==> src/rtl/pce_pkg.sv <==
`default_nettype none

package pce_pkg;

    localparam int COLOR_W  = 32;
    localparam int CHAN_W   = 8;
    localparam int NUM_CHAN = 3;
    localparam int COEFF_W  = 5;
    localparam int PROD_W   = CHAN_W + COEFF_W;
    localparam int ADDR_W   = 5;
    localparam int DATA_W   = 32;

    localparam logic [COEFF_W-1:0] COEFF_MAX = COEFF_W'(16);
    localparam logic [CHAN_W-1:0]  CHAN_FULL = '1;

    typedef enum logic [1:0] {
        MODE_NONE       = 2'd0,
        MODE_ALPHA      = 2'd1,
        MODE_BRIGHT_INC = 2'd2,
        MODE_BRIGHT_DEC = 2'd3
    } mode_t;

    typedef enum logic [2:0] {
        REG_EFFECT_MODE  = 3'd0,
        REG_COEFF_FIRST  = 3'd1,
        REG_COEFF_SECOND = 3'd2,
        REG_BRIGHT_COEFF = 3'd3,
        REG_BACKDROP     = 3'd4,
        REG_BD_FIRST     = 3'd5,
        REG_BD_SECOND    = 3'd6
    } reg_idx_t;

    typedef struct packed {
        mode_t                effect_mode;
        logic [COEFF_W-1:0]   blend_coeff_first;
        logic [COEFF_W-1:0]   blend_coeff_second;
        logic [COEFF_W-1:0]   bright_coeff;
        logic [COLOR_W-1:0]   backdrop_color;
        logic                 backdrop_is_first;
        logic                 backdrop_is_second;
    } cfg_t;

    // Stage one result: targets resolved against the backdrop.
    typedef struct packed {
        logic               blend_sel;
        logic               top_zero;
        logic [COLOR_W-1:0] top;
        logic [COLOR_W-1:0] c1;
        logic [COLOR_W-1:0] c2;
    } sel_t;

    typedef logic [PROD_W-1:0] prod_t;

    // Stage two result: per-channel products.
    typedef struct packed {
        logic                        blend_sel;
        logic                        top_zero;
        logic [COLOR_W-1:0]          top;
        prod_t [NUM_CHAN-1:0]        a;
        prod_t [NUM_CHAN-1:0]        b;
        prod_t [NUM_CHAN-1:0]        y;
    } prod_stage_t;

    function automatic logic [COEFF_W-1:0] clamp_coeff(input logic [COEFF_W-1:0] v);
        clamp_coeff = (v > COEFF_MAX) ? COEFF_MAX : v;
    endfunction

    // Channel i sits above the low byte: blue, green, red.
    function automatic logic [CHAN_W-1:0] chan(input logic [COLOR_W-1:0] color,
                                               input int unsigned i);
        chan = color[CHAN_W*(i+1) +: CHAN_W];
    endfunction

endpackage

`default_nettype wire

==> src/rtl/pixel_color_effect_compose.sv <==
`default_nettype none

// Pixel color effect compose: takes one pixel per clock and returns its final packed
// color (red 31:24, green 23:16, blue 15:8) from the last stage. busy is tied low, so an
// item is taken on every clock where start is high; done marks pixel_color for exactly
// one clock and the receiver must take it then, since nothing holds results back.
// The three register stages are target resolution against the backdrop, the
// 8x5 channel products for blend and brightness, and the final add, saturate and
// select. Configuration through the APB port must only change while no item is in
// flight; the stages read the live registers.
module pixel_color_effect_compose (
    input  wire logic        clk,
    input  wire logic        rst_n,
    // Command side
    input  wire logic        start,
    output logic             busy,
    input  wire logic [31:0] top_color,
    input  wire logic [31:0] first_target_color,
    input  wire logic [31:0] second_target_color,
    // Result side
    output logic             done,
    output logic [31:0]      pixel_color,
    // Register port
    input  wire logic        psel,
    input  wire logic        penable,
    input  wire logic        pwrite,
    input  wire logic [4:0]  paddr,
    input  wire logic [31:0] pwdata,
    output logic      [31:0] prdata,
    output logic             pready
);

    pce_pkg::cfg_t        cfg;
    logic                 accept;
    logic                 s1_valid;
    pce_pkg::sel_t        s1_sel;
    logic                 s2_valid;
    pce_pkg::prod_stage_t s2_prod;

    // Fully pipelined: never refuse an item.
    assign busy   = 1'b0;
    assign accept = start && !busy;

    pce_regs u_regs (
        .clk     (clk),
        .rst_n   (rst_n),
        .psel    (psel),
        .penable (penable),
        .pwrite  (pwrite),
        .paddr   (paddr),
        .pwdata  (pwdata),
        .prdata  (prdata),
        .pready  (pready),
        .cfg     (cfg)
    );

    // Stage 1: resolve missing targets and decide whether to blend.
    pce_select u_select (
        .clk      (clk),
        .rst_n    (rst_n),
        .cfg      (cfg),
        .in_valid (accept),
        .top      (top_color),
        .c1       (first_target_color),
        .c2       (second_target_color),
        .valid    (s1_valid),
        .sel      (s1_sel)
    );

    // Stage 2: channel products for both blend weights and the brightness step.
    pce_product u_product (
        .clk      (clk),
        .rst_n    (rst_n),
        .cfg      (cfg),
        .in_valid (s1_valid),
        .sel      (s1_sel),
        .valid    (s2_valid),
        .prod     (s2_prod)
    );

    // Stage 3: scale down, add, saturate and pick the final color.
    pce_mix u_mix (
        .clk      (clk),
        .rst_n    (rst_n),
        .cfg      (cfg),
        .in_valid (s2_valid),
        .prod     (s2_prod),
        .valid    (done),
        .color    (pixel_color)
    );

endmodule

`default_nettype wire

==> src/rtl/pce_regs.sv <==
`default_nettype none

module pce_regs (
    input  wire logic                       clk,
    input  wire logic                       rst_n,
    input  wire logic                       psel,
    input  wire logic                       penable,
    input  wire logic                       pwrite,
    input  wire logic [pce_pkg::ADDR_W-1:0] paddr,
    input  wire logic [pce_pkg::DATA_W-1:0] pwdata,
    output logic      [pce_pkg::DATA_W-1:0] prdata,
    output logic                            pready,
    output pce_pkg::cfg_t                   cfg
);

    pce_pkg::cfg_t     cfg_reg;
    pce_pkg::reg_idx_t idx;
    logic              wr_en;

    assign idx    = pce_pkg::reg_idx_t'(paddr[pce_pkg::ADDR_W-1:2]);
    assign wr_en  = psel && penable && pwrite;
    assign pready = 1'b1;
    assign cfg    = cfg_reg;

    always_ff @(posedge clk or negedge rst_n)
    begin
        if (!rst_n)
        begin
            cfg_reg <= '0;
        end
        else if (wr_en)
        begin
            case (idx)
                pce_pkg::REG_EFFECT_MODE:  cfg_reg.effect_mode <= pce_pkg::mode_t'(pwdata[1:0]);
                pce_pkg::REG_COEFF_FIRST:
                    cfg_reg.blend_coeff_first <= pwdata[pce_pkg::COEFF_W-1:0];
                pce_pkg::REG_COEFF_SECOND:
                    cfg_reg.blend_coeff_second <= pwdata[pce_pkg::COEFF_W-1:0];
                pce_pkg::REG_BRIGHT_COEFF:
                    cfg_reg.bright_coeff <= pwdata[pce_pkg::COEFF_W-1:0];
                pce_pkg::REG_BACKDROP:     cfg_reg.backdrop_color <= pwdata;
                pce_pkg::REG_BD_FIRST:     cfg_reg.backdrop_is_first <= pwdata[0];
                pce_pkg::REG_BD_SECOND:    cfg_reg.backdrop_is_second <= pwdata[0];
                default: ;
            endcase
        end
    end

    always_comb
    begin
        prdata = '0;
        case (idx)
            pce_pkg::REG_EFFECT_MODE:  prdata[1:0] = cfg_reg.effect_mode;
            pce_pkg::REG_COEFF_FIRST:
                prdata[pce_pkg::COEFF_W-1:0] = cfg_reg.blend_coeff_first;
            pce_pkg::REG_COEFF_SECOND:
                prdata[pce_pkg::COEFF_W-1:0] = cfg_reg.blend_coeff_second;
            pce_pkg::REG_BRIGHT_COEFF:
                prdata[pce_pkg::COEFF_W-1:0] = cfg_reg.bright_coeff;
            pce_pkg::REG_BACKDROP:     prdata = cfg_reg.backdrop_color;
            pce_pkg::REG_BD_FIRST:     prdata[0] = cfg_reg.backdrop_is_first;
            pce_pkg::REG_BD_SECOND:    prdata[0] = cfg_reg.backdrop_is_second;
            default:                   prdata = '0;
        endcase
    end

endmodule

`default_nettype wire

==> src/rtl/pce_select.sv <==
`default_nettype none

module pce_select (
    input  wire logic                        clk,
    input  wire logic                        rst_n,
    input  wire pce_pkg::cfg_t               cfg,
    input  wire logic                        in_valid,
    input  wire logic [pce_pkg::COLOR_W-1:0] top,
    input  wire logic [pce_pkg::COLOR_W-1:0] c1,
    input  wire logic [pce_pkg::COLOR_W-1:0] c2,
    output logic                             valid,
    output pce_pkg::sel_t                    sel
);

    logic          valid_reg;
    pce_pkg::sel_t sel_reg;
    pce_pkg::sel_t sel_next;

    // Fall back to the backdrop for a missing target that the backdrop stands in for.
    always_comb
    begin
        sel_next.top      = top;
        sel_next.top_zero = (top == '0);
        sel_next.c1 = ((c1 == '0) && cfg.backdrop_is_first)  ? cfg.backdrop_color : c1;
        sel_next.c2 = ((c2 == '0) && cfg.backdrop_is_second) ? cfg.backdrop_color : c2;
        sel_next.blend_sel = (cfg.effect_mode == pce_pkg::MODE_ALPHA)
                             && (sel_next.c1 != '0) && (sel_next.c2 != '0);
    end

    always_ff @(posedge clk or negedge rst_n)
    begin
        if (!rst_n)
        begin
            valid_reg <= 1'b0;
        end
        else
        begin
            valid_reg <= in_valid;
        end
    end

    always_ff @(posedge clk)
    begin
        if (in_valid)
        begin
            sel_reg <= sel_next;
        end
    end

    assign valid = valid_reg;
    assign sel   = sel_reg;

endmodule

`default_nettype wire

==> src/rtl/pce_product.sv <==
`default_nettype none

module pce_product (
    input  wire logic          clk,
    input  wire logic          rst_n,
    input  wire pce_pkg::cfg_t cfg,
    input  wire logic          in_valid,
    input  wire pce_pkg::sel_t sel,
    output logic               valid,
    output pce_pkg::prod_stage_t prod
);

    logic                   valid_reg;
    pce_pkg::prod_stage_t   prod_reg;
    pce_pkg::prod_stage_t   prod_next;
    logic [pce_pkg::COEFF_W-1:0] eva;
    logic [pce_pkg::COEFF_W-1:0] evb;
    logic [pce_pkg::COEFF_W-1:0] evy;

    assign eva = pce_pkg::clamp_coeff(cfg.blend_coeff_first);
    assign evb = pce_pkg::clamp_coeff(cfg.blend_coeff_second);
    assign evy = pce_pkg::clamp_coeff(cfg.bright_coeff);

    always_comb
    begin
        logic [pce_pkg::CHAN_W-1:0] bd_c;
        logic [pce_pkg::CHAN_W-1:0] base;
        prod_next.blend_sel = sel.blend_sel;
        prod_next.top_zero  = sel.top_zero;
        prod_next.top       = sel.top;
        for (int i = 0; i < pce_pkg::NUM_CHAN; i++)
        begin
            prod_next.a[i] = pce_pkg::chan(sel.c1, i) * eva;
            prod_next.b[i] = pce_pkg::chan(sel.c2, i) * evb;
            bd_c = pce_pkg::chan(cfg.backdrop_color, i);
            // Brighten scales the headroom, darken scales the value itself.
            base = (cfg.effect_mode == pce_pkg::MODE_BRIGHT_INC)
                   ? (pce_pkg::CHAN_FULL - bd_c) : bd_c;
            prod_next.y[i] = base * evy;
        end
    end

    always_ff @(posedge clk or negedge rst_n)
    begin
        if (!rst_n)
        begin
            valid_reg <= 1'b0;
        end
        else
        begin
            valid_reg <= in_valid;
        end
    end

    always_ff @(posedge clk)
    begin
        if (in_valid)
        begin
            prod_reg <= prod_next;
        end
    end

    assign valid = valid_reg;
    assign prod  = prod_reg;

endmodule

`default_nettype wire

==> src/rtl/pce_mix.sv <==
`default_nettype none

module pce_mix (
    input  wire logic                 clk,
    input  wire logic                 rst_n,
    input  wire pce_pkg::cfg_t        cfg,
    input  wire logic                 in_valid,
    input  wire pce_pkg::prod_stage_t prod,
    output logic                      valid,
    output logic [pce_pkg::COLOR_W-1:0] color
);

    localparam int SHIFT = 4;

    logic                        valid_reg;
    logic [pce_pkg::COLOR_W-1:0] color_reg;
    logic [pce_pkg::COLOR_W-1:0] color_next;
    logic [pce_pkg::COLOR_W-1:0] blend_color;
    logic [pce_pkg::COLOR_W-1:0] bright_color;
    logic [pce_pkg::COLOR_W-1:0] bd_eff;
    logic                        bright_mode;

    // A product is at most 255 * 16, so its top bit is always clear and the
    // scaled value fits a channel.
    always_comb
    begin
        logic [pce_pkg::CHAN_W:0]   sum;
        logic [pce_pkg::CHAN_W-1:0] bd_c;
        logic [pce_pkg::CHAN_W-1:0] delta;
        blend_color  = {pce_pkg::COLOR_W{1'b0}};
        blend_color[pce_pkg::CHAN_W-1:0]  = pce_pkg::CHAN_FULL;
        bright_color = cfg.backdrop_color;
        for (int i = 0; i < pce_pkg::NUM_CHAN; i++)
        begin
            sum = {1'b0, prod.a[i][pce_pkg::PROD_W-2:SHIFT]}
                + {1'b0, prod.b[i][pce_pkg::PROD_W-2:SHIFT]};
            // Saturate the sum at full scale.
            blend_color[pce_pkg::CHAN_W*(i+1) +: pce_pkg::CHAN_W] =
                sum[pce_pkg::CHAN_W] ? pce_pkg::CHAN_FULL : sum[pce_pkg::CHAN_W-1:0];
            bd_c  = pce_pkg::chan(cfg.backdrop_color, i);
            delta = prod.y[i][pce_pkg::PROD_W-2:SHIFT];
            bright_color[pce_pkg::CHAN_W*(i+1) +: pce_pkg::CHAN_W] =
                (cfg.effect_mode == pce_pkg::MODE_BRIGHT_INC) ? (bd_c + delta)
                                                              : (bd_c - delta);
        end
    end

    assign bright_mode = (cfg.effect_mode == pce_pkg::MODE_BRIGHT_INC)
                      || (cfg.effect_mode == pce_pkg::MODE_BRIGHT_DEC);
    assign bd_eff = (bright_mode && cfg.backdrop_is_first) ? bright_color
                                                           : cfg.backdrop_color;

    always_comb
    begin
        if (prod.blend_sel)
        begin
            color_next = blend_color;
        end
        else if (prod.top_zero)
        begin
            color_next = bd_eff;
        end
        else
        begin
            color_next = prod.top;
        end
    end

    always_ff @(posedge clk or negedge rst_n)
    begin
        if (!rst_n)
        begin
            valid_reg <= 1'b0;
        end
        else
        begin
            valid_reg <= in_valid;
        end
    end

    always_ff @(posedge clk)
    begin
        if (in_valid)
        begin
            color_reg <= color_next;
        end
    end

    assign valid = valid_reg;
    assign color = color_reg;

endmodule

`default_nettype wire

==> config.mk <==
export PLATFORM = sky130hd
export DESIGN_NAME = pixel_color_effect_compose
export DESIGN_NICKNAME = d
export VERILOG_FILES = /design/src/rtl/pce_pkg.sv /design/src/rtl/pixel_color_effect_compose.sv /design/src/rtl/pce_regs.sv /design/src/rtl/pce_select.sv /design/src/rtl/pce_product.sv /design/src/rtl/pce_mix.sv
export SDC_FILE = /design/constraint.sdc
export NUM_CORES = 1
export LEC_CHECK = 0
export BUFFER_PORTS_ARGS = -buffer_cell sky130_fd_sc_hd__buf_2
export CAP_MARGIN = 20
export CORE_MARGIN = 3
export CORE_UTILIZATION = 40
export DETAILED_ROUTE_END_ITERATION = 10
export PLACE_DENSITY = 0.58
export SLEW_MARGIN = 20
export SYNTH_ARGS = -nofsm -noshare
export SYNTH_HDL_FRONTEND = slang
export SYNTH_HIERARCHICAL = 1
export SYNTH_SLANG_ARGS = --single-unit
==> constraint.sdc <==
create_clock -name clk -period 10.5 [get_ports clk]
set_clock_uncertainty 0.15 [all_clocks]
set_input_delay 2.1 -clock clk [delete_from_list [all_inputs] [get_ports clk]]
set_output_delay 2.1 -clock clk [all_outputs]
set_load 0.02 [all_outputs]
==> flow_summary.html <==
<table>
<tr><th>Metric</th><th>Value</th></tr>
<tr><th colspan="2">Run status</th></tr>
<tr><td>Run status</td><td>finished, final reports clean</td></tr>
<tr><th colspan="2">Clock tree</th></tr>
<tr><td>CTS HTree Levels</td><td>2</td></tr>
<tr><td>Clock tree from TritonCTS</td><td>yes</td></tr>
<tr><td>Clock latency on the worst-skew pair</td><td>550 ps</td></tr>
<tr><td>Clock transition time at the flip-flop clock pins of the worst setup and hold paths</td><td>60 ps</td></tr>
<tr><td>Number of buffers between clock root and the deepest sink</td><td>3</td></tr>
<tr><td>Number of setup buffers added after CTS</td><td>0</td></tr>
<tr><td>Cell at the root of the clock tree</td><td>sky130_fd_sc_hd__clkbuf_16</td></tr>
<tr><td>Hold buffers post-CTS</td><td>0</td></tr>
<tr><td>Sink Count</td><td>274</td></tr>
<tr><td>Gates resized, CTS repair</td><td>0</td></tr>
<tr><td>Number of buffers added by the clock tree synthesis step</td><td>35</td></tr>
<tr><th colspan="2">Floorplanning</th></tr>
<tr><td>Floorplan die width</td><td>250 um</td></tr>
<tr><td>I/O Pins</td><td>206</td></tr>
<tr><td>Starting Density</td><td>41.0%</td></tr>
<tr><td>Placement row count</td><td>a little under 90</td></tr>
<tr><td>Core area</td><td>between 0.05 and 0.06 mm2</td></tr>
<tr><td>Die Height</td><td>250 um</td></tr>
<tr><td>Die Outline Area</td><td>0.0627 mm2</td></tr>
<tr><th colspan="2">Logic synthesis</th></tr>
<tr><td>Number of warnings reported in the yosys synthesis log</td><td>6</td></tr>
<tr><td>Synthesized area</td><td>0.0239 mm2</td></tr>
<tr><td>Post-Synthesis Net Count</td><td>2826</td></tr>
<tr><td>Count of mapped cells out of synthesis</td><td>2280</td></tr>
<tr><td>Synthesized area divided by synthesized cell count</td><td>about 10 um2</td></tr>
<tr><th colspan="2">Drt</th></tr>
<tr><td>Number of optimization iterations in the first detailed-route pass</td><td>5</td></tr>
<tr><td>Final Routed Wirelength</td><td>between 60000 and 70000 um</td></tr>
<tr><td>Number of routed nets with antenna violations</td><td>0</td></tr>
<tr><td>Post-detailed-route DRC marker count</td><td>0</td></tr>
<tr><td>Violation count after the first detailed-route iteration</td><td>about 1300</td></tr>
<tr><td>Via density per instance</td><td>5.30</td></tr>
<tr><td>Average wire length per cell after detail routing</td><td>a little over 20 um</td></tr>
<tr><td>Number of vias in the routed layout</td><td>17400</td></tr>
<tr><th colspan="2">Global routing</th></tr>
<tr><td>Antenna violations before repair</td><td>1</td></tr>
<tr><td>Largest net degree at the start of global routing</td><td>around 80</td></tr>
<tr><td>Number of global-route vias before repair</td><td>17900</td></tr>
<tr><td>Overflow left after global routing</td><td>0</td></tr>
<tr><td>Wire length of the first global-routing pass</td><td>105000 um</td></tr>
<tr><td>GRT Util Overall</td><td>a little over a fifth</td></tr>
<tr><th colspan="2">Setup path</th></tr>
<tr><td>Most common cell on crit path</td><td>sky130_fd_sc_hd__buf_2</td></tr>
<tr><td>Crit-path cells</td><td>buf_2, nor3b_4, nand2_1, o21ai_0, buf_2</td></tr>
<tr><td>CP max stage delay</td><td>700 ps</td></tr>
<tr><td>Crit path max-delay family</td><td>simple AND/OR/NAND/NOR gates</td></tr>
<tr><td>Setup Crit Path Kind</td><td>input pin to primary output</td></tr>
<tr><td>Data required time at the worst endpoint</td><td>approximately 8300 ps</td></tr>
<tr><td>Critical-path cell with the highest stage delay</td><td>sky130_fd_sc_hd__nor3b_4</td></tr>
<tr><td>Worst path bufs/invs</td><td>2</td></tr>
<tr><td>Data arrival time of the worst path</td><td>3510 ps</td></tr>
<tr><td>Type of origin of the critical path</td><td>input pin</td></tr>
<tr><td>Highest net fanout along the worst path</td><td>29</td></tr>
<tr><td>Slack of the worst reg-to-reg path</td><td>between 5000 and 6000 ps</td></tr>
<tr><td>Element type at the critical path end</td><td>primary output</td></tr>
<tr><th colspan="2">Layout</th></tr>
<tr><td>Fillers</td><td>about 5500</td></tr>
<tr><td>Fraction of layout cells with a size suffix above 1</td><td>around 14%</td></tr>
<tr><td>Number of flip-flops under the largest register name</td><td>106</td></tr>
<tr><td>Count of nets after finishing</td><td>3031</td></tr>
<tr><td>Area growth from synthesis to final layout</td><td>12.8%</td></tr>
<tr><td>Final Util</td><td>46.2%</td></tr>
<tr><td>Number of non-filler instances in the completed layout</td><td>3276</td></tr>
<tr><td>Number of antenna cells inserted</td><td>0</td></tr>
<tr><th colspan="2">Power</th></tr>
<tr><td>Maximum resistive drop on vdd</td><td>0.000131 V</td></tr>
<tr><td>Power density cells</td><td>219 mW/mm2</td></tr>
<tr><td>Leakage Power</td><td>12.7 nW</td></tr>
<tr><th colspan="2">Place</th></tr>
<tr><td>Post-DP HPWL</td><td>52200 um</td></tr>
<tr><td>Dpl cells</td><td>3212</td></tr>
<tr><td>Buffers added on ports</td><td>201</td></tr>
<tr><td>Routability congestion estimate</td><td>around 0.89</td></tr>
<tr><td>Worst-case setup slack after placement</td><td>about 4500 ps</td></tr>
<tr><th colspan="2">STA</th></tr>
<tr><td>Setup repair after global routing missed its margin</td><td>no</td></tr>
<tr><td>Total Neg Setup Slack</td><td>0 ps</td></tr>
<tr><td>Actual transition at the worst max-transition pin</td><td>1090 ps</td></tr>
<tr><td>F_max</td><td>174 MHz</td></tr>
<tr><td>Final-layout worst hold slack</td><td>260 ps</td></tr>
<tr><td>Post-layout worst setup margin</td><td>4740 ps</td></tr>
<tr><td>Final Slew Violations</td><td>0</td></tr>
<tr><td>Number of endpoints with negative hold slack in the final report</td><td>0</td></tr>
<tr><td>Final period utilization</td><td>54.8%</td></tr>
<tr><td>Tightest slew margin relative to the limit</td><td>~27%</td></tr>
<tr><td>Final setup violating endpoints</td><td>0</td></tr>
<tr><td>Minimum clock period after layout</td><td>5760 ps</td></tr>
<tr><th colspan="2">Hold path</th></tr>
<tr><td>Min-Delay Path Class</td><td>register to register</td></tr>
<tr><th colspan="2">Flow run</th></tr>
<tr><td>Number of max-cap violations</td><td>0</td></tr>
</table>
## area by class of cell
class	instances	area, um2	share of cell area, %
clock buffer	46	937	3.48
clock inverter	17	204	0.756
inverter	275	1030	3.83
multi-input combinational	1659	14600	54.0
sequential	274	7960	29.5
tap	765	957	3.55
timing repair buffer	240	1310	4.87
## through the flow
stage | power [W] | cell area, um2
global placement | 0.00462 | 25800
global route | 0.00639 | 27000
detailed placement | 0.00469 | 25800
CTS | 0.00595 | 26900
floorplan | 0.00384 | 23900
finish | 0.00591 | 27000
## worst paths after layout
kind / start / to / cells after the start
setup / recovery: paddr[4] / prdata[4] / 5
hold / removal: u_select/sel[93]$_DFFE_PP_ / u_product/prod[146]$_DFFE_PP_ / 0
setup reg to reg: u_regs/cfg[50]$_DFFE_PN0P_ / u_product/prod[37]$_DFFE_PP_ / 14
hold reg to reg: u_select/sel[93]$_DFFE_PP_ / u_product/prod[146]$_DFFE_PP_ / 0
max in group asynchronous: rst_n / u_product/valid$_DFF_PN0_ / 2
min in group asynchronous: rst_n / u_regs/cfg[5]$_DFFE_PN0P_ / 2
## report_power, final
group          switching [W]  internal [W]
Clock               0.000485      0.000732
Combinational        0.00177       0.00124
Sequential          0.000192       0.00149
Total                0.00244       0.00347
## per-layer routing
layer	part of all wire (%)	track usage, %	vias up
met5	0	0	-
met4	3.1	6.61	0
met3	6.0	3.60	92
met2	47	35.6	481
met1	44	29.4	8661
li1	-	-	8125
## placed cells by master, fill, tap and decap left out, types with 52 or more instances in the layout
cell type / count
sky130_fd_sc_hd__buf_2: 200
sky130_fd_sc_hd__ha_1: 239
sky130_fd_sc_hd__and2_1: 203
sky130_fd_sc_hd__nand2_1: 159
sky130_fd_sc_hd__xnor2_1: 99
sky130_fd_sc_hd__dfrtp_1: 52
sky130_fd_sc_hd__inv_1: 274
sky130_fd_sc_hd__edfxtp_1: 220
sky130_fd_sc_hd__fa_1: 168
sky130_fd_sc_hd__a21oi_1: 80
sky130_fd_sc_hd__a21o_1: 71
sky130_fd_sc_hd__nor2_1: 125
No activity file was read; power rests on OpenSTA's default activity.
